===== src/design/tts_ram.sv =====
// Generic single-write, single-read RAM with registered read data.
module tts_ram #(
    parameter int WIDTH = 32,
    parameter int DEPTH = 64
) (
    input  logic                     clk,
    input  logic                     we,
    input  logic [$clog2(DEPTH)-1:0] waddr,
    input  logic [WIDTH-1:0]         wdata,
    input  logic [$clog2(DEPTH)-1:0] raddr,
    output logic [WIDTH-1:0]         rdata
);

    logic [WIDTH-1:0] mem [DEPTH];

    always_ff @(posedge clk)
    begin
        if (we)
        begin
            mem[waddr] <= wdata;
        end
        rdata <= mem[raddr];
    end

endmodule


===== config.mk =====
export PLATFORM = sky130hd
export DESIGN_NAME = tts_ram
export DESIGN_NICKNAME = d
export VERILOG_FILES = /design/src/design/tts_ram.sv
export SDC_FILE = /design/constraint.sdc
export NUM_CORES = 2
export LEC_CHECK = 0
export BUFFER_PORTS_ARGS = -buffer_cell sky130_fd_sc_hd__buf_4
export CAP_MARGIN = 20
export CORE_MARGIN = 5
export CORE_UTILIZATION = 55
export DETAILED_ROUTE_END_ITERATION = 7
export PLACE_DENSITY = 0.72
export SETUP_SLACK_MARGIN = 0.05
export SYNTH_ARGS = -nofsm -noshare
export SYNTH_HDL_FRONTEND = slang
export SYNTH_SLANG_ARGS = --single-unit

===== constraint.sdc =====
create_clock -name clk -period 6.2 [get_ports clk]
set_clock_uncertainty 0.05 [all_clocks]
set_input_delay 0.31 -clock clk [delete_from_list [all_inputs] [get_ports clk]]
set_output_delay 0.31 -clock clk [all_outputs]
set_load 0.02 [all_outputs]

==> flow_metrics.py <==
metrics = {
    "run_status": {
        "outcome": "finished clean",
    },
    "clock_tree": {
        "clk-insertion-delay-late_ns": 0.82,
        "cts_max_level": 4,
        "clock_sink_count": 2080,
        "clkSlewWorstSetupHoldPaths_ns": 0.06,
        "number_of_buffers_created_by_cts": 197,
        "cts.root.buffer_cell": "sky130_fd_sc_hd__clkbuf_16",
        "tritoncts": "done",
        "cts.path.max_buffers": 3,
    },
    "pwr": {
        "share_comb_of_total_power_pct": 4.9,
        "switching_share_pct": 20.8,
        "power_frac_clock_pct": 40.9,
        "cell_internal_pwr_mw": 22.8,
        "power.sequential.fraction_pct": 54.2,
        "ir_drop_v": 0.000244,
        "power_per_cell_area_nw_per_um2": 325,
        "overall_power_after_layout_mw": 28.8,
        "switchingPower_mw": 6.00,
        "power.leakage_nw": 27.6,
    },
    "critical_path": {
        "worstPathRequired_ns": 6.81,
        "endpoint_kind": "register",
        "rr_startpoint": "mem[15][27]$_DFFE_PP_",
        "startpoint_type": "input pin",
        "timing_worst_setup_path_type": "in -> reg",
        "reg2regPathDepth": 4,
        "worst_setup_path_startpoint": "raddr[0]",
        "crit_arrival_ns": 3.44,
        "reg2reg_slack_ns": 3.88,
        "worstPathMaxFanout": 70,
        "rr_endpoint": "rdata[27]$_DFF_P_",
    },
    "routing": {
        "detail_route.iter0.violations": 5096,
        "vias_after_detailed_routing": 37600,
        "antenna_violating_nets_post_route": 0,
        "drcViolationCount": 0,
        "drt-total-wl_um": 195000,
        "post_dr_wirelength_cell_um": 34.7,
        "detail_routed_via_count_per_cell": 6.69,
        "drt_first_pass_iters": 6,
    },
    "synth": {
        "synth_nets": 3370,
        "synth-edff-count": 2048,
        "synth_top_family_by_area": "multiplexers",
        "synth.ff_latch_count": 2080,
        "yosysWarningCount": 0,
        "ys_dominant_reg_cell": "sky130_fd_sc_hd__edfxtp_1",
        "synthSimpleGateAreaFrac_pct": 1.27,
        "synth.cell_area_sq_um": 78500,
        "post_synth_inst_count": 3324,
        "synthArstFlopShare_pct": 0,
        "yosys.area_share.adder_pct": 0,
        "post_synth_num_cell_types": 34,
        "post_synthesis_compound_gate_area_fraction_pct": 1.67,
        "synth_mux_area_share_pct": 16.8,
        "avgSynthCellArea_sq_um": 23.6,
        "synth_xor_xnor_area_share_pct": 0,
        "share_of_synthesized_area_occupied_by_flip_flops_and_latches_pct": 79.1,
    },
    "sta": {
        "fin_crit_sh_pct": 45.6,
        "setup-violations-final": 0,
        "timing_max_transition_violations_final": 0,
        "slew_headroom_pct": 29.6,
        "tightestPinTransition_ns": 1.05,
        "grt_setup_unrepaired": "false",
        "timing_hold_violations_final": 0,
        "finalWorstPathRequiredPeriod_ns": 2.83,
        "timing.setup.tns_ns": 0,
        "maximum_clock_rate_ghz": 0.353,
    },
    "worst_hold_path": {
        "hold_path_depth": 1,
        "worst_min_delay_path_endpoint": "mem[50][30]$_DFFE_PP_",
        "min_path_type": "in -> reg",
        "min-delay-start": "wdata[30]",
    },
    "global_route": {
        "grt_overflow": 0,
        "antenna_found_initial": 11,
        "use_met3_pct": 4.96,
        "global_route.usage.total_pct": 26.1,
        "most_crowded_layer_gr": "met2",
        "grt_pass1_vias": 37900,
        "grt_start_max_net_pins": 89,
        "met1_use_gr_pct": 38.7,
        "grt_pass1_wl_um": 280000,
        "grt_use_met2_pct": 40.2,
    },
    "die": {
        "die-height_um": 388,
        "rows": 138,
        "die-area_sq_um": 150000,
        "die_width_um": 388,
        "top_level_ports": 78,
        "coreArea_sq_um": 142000,
        "initial_core_util_pct": 55.4,
    },
    "flow_run": {
        "timing.max_cap.violations": 0,
    },
    "place": {
        "placed_area_sq_um": 82000,
        "gpl.final_weighted_congestion": 0.767,
        "port_buffers": 77,
        "dpl.hpwl_um": 101000,
        "placed_cells_incl_taps": 5217,
    },
    "final_layout": {
        "design.final.nets": 3603,
        "post_route_cells_drive_above_1_share_pct": 29.0,
        "final-instance-count-excl-fill": 5621,
        "area_delta_synth_final_pct": 13.0,
        "final_area_sq_um": 88700,
    },
}
cell usage after synthesis (8+ instances only):
| cell | instances | area, sq um |
|---|---|---|
| sky130_fd_sc_hd__a22oi_1 | 12 | 90.1 |
| sky130_fd_sc_hd__buf_2 | 57 | 285 |
| sky130_fd_sc_hd__nand2_1 | 26 | 97.6 |
| sky130_fd_sc_hd__o22ai_1 | 84 | 526 |
| sky130_fd_sc_hd__nor2_1 | 137 | 514 |
| sky130_fd_sc_hd__edfxtp_1 | 2048 | 61500 |
| sky130_fd_sc_hd__nor2b_1 | 15 | 93.8 |
| sky130_fd_sc_hd__a311oi_1 | 8 | 70.1 |
| sky130_fd_sc_hd__a21oi_1 | 62 | 310 |
| sky130_fd_sc_hd__o221ai_1 | 27 | 236 |
| sky130_fd_sc_hd__mux4_2 | 544 | 12300 |
| sky130_fd_sc_hd__clkbuf_1 | 74 | 278 |
| sky130_fd_sc_hd__mux2i_1 | 93 | 931 |
| sky130_fd_sc_hd__buf_1 | 21 | 78.8 |
| sky130_fd_sc_hd__nand2b_1 | 8 | 50.1 |
| sky130_fd_sc_hd__buf_4 | 25 | 188 |
| sky130_fd_sc_hd__dfxtp_1 | 32 | 641 |
worst max-delay path by stage:
stage / end / slack, ns
detailed placement: rdata[6]$_DFF_P_ / 2.46
finish: rdata[6]$_DFF_P_ / 3.37
CTS: rdata[30]$_DFF_P_ / 3.34
global placement: rdata[6]$_DFF_P_ / 2.48
global route: rdata[30]$_DFF_P_ / 3.14
floorplan: mem[48][0]$_DFFE_PP_ / 2.68
registers in the layout, summed over array words and instances, names as in the netlist:
name and flops:
mem 2048, rdata 32
cell usage in the layout, fill, tap and decap left out, types with 29 or more instances in the layout:
master and instances:
sky130_fd_sc_hd__edfxtp_1 2048, sky130_fd_sc_hd__mux4_2 544, sky130_fd_sc_hd__clkbuf_16 201, sky130_fd_sc_hd__buf_4 170
sky130_fd_sc_hd__mux2i_1 93, sky130_fd_sc_hd__o22ai_1 84, sky130_fd_sc_hd__nor2_1 75, sky130_fd_sc_hd__a21oi_1 62
sky130_fd_sc_hd__nor2_4 62, sky130_fd_sc_hd__clkbuf_1 55, sky130_fd_sc_hd__clkinv_2 39, sky130_fd_sc_hd__dfxtp_1 32
sky130_fd_sc_hd__dlygate4sd3_1 31, sky130_fd_sc_hd__clkinv_1 29
area by class of cell:
class / instances / area (sq um)
diodes: 5 / 12.5
clock buffers: 272 / 5460
clock inverters: 96 / 886
fillers: 9175 / 53100
multi-input cells: 1062 / 16000
flip-flops and latches: 2080 / 62100
well taps: 1890 / 2360
repair buffers: 216 / 1860
power by group through the flow:
stage / Sequential (mW) / Clock (mW) / Combinational, mW
after global routing: 15.6 / 12.6 / 1.49
after floorplan: 15.9 / 0 / 0.757
final: 15.6 / 11.8 / 1.41
after CTS: 15.6 / 11.9 / 1.42
after detailed placement: 15.9 / 0 / 1.39
after global placement: 15.9 / 0 / 1.37
per-stage QoR:
step	setup WS, ns	hold slack, ns	util, %
2_1_floorplan	2.68	0.359	-
3_3_place_gp	2.48	0.681	57.9
3_5_place_dp	2.46	0.686	57.9
4_1_cts	3.34	0.00374	62.6
5_1_grt	3.14	0.0510	62.6
6_report	3.37	0.0620	62.6
timing repair:
action                                  CTS  global route
resized for setup                         0             0
buffers inserted                          0             0
hold buffers                             31             0
endpoints found under the hold margin  1883             0
per-layer routing:
metal	part of all wire, %	vias up
li1	-	14800
met1	38	20100
met2	48	2411
met3	11	358
met4	3.4	2
met5	0.0072	-
critical path: stages:
cell	delay, ns
sky130_fd_sc_hd__buf_8	0.63
sky130_fd_sc_hd__buf_4	0.65
sky130_fd_sc_hd__mux4_2	0.59
sky130_fd_sc_hd__o221ai_1	0.23
sky130_fd_sc_hd__a21oi_1	0.16
sky130_fd_sc_hd__a21oi_1	0.59
sky130_fd_sc_hd__nor2_1	0.09
kinds of logic after synthesis:
family,count (synthesis)
compound gates,202
buf+inv,182
flops,2080
mux,637
simple gates,223
Power figures use the tool's default switching activity.
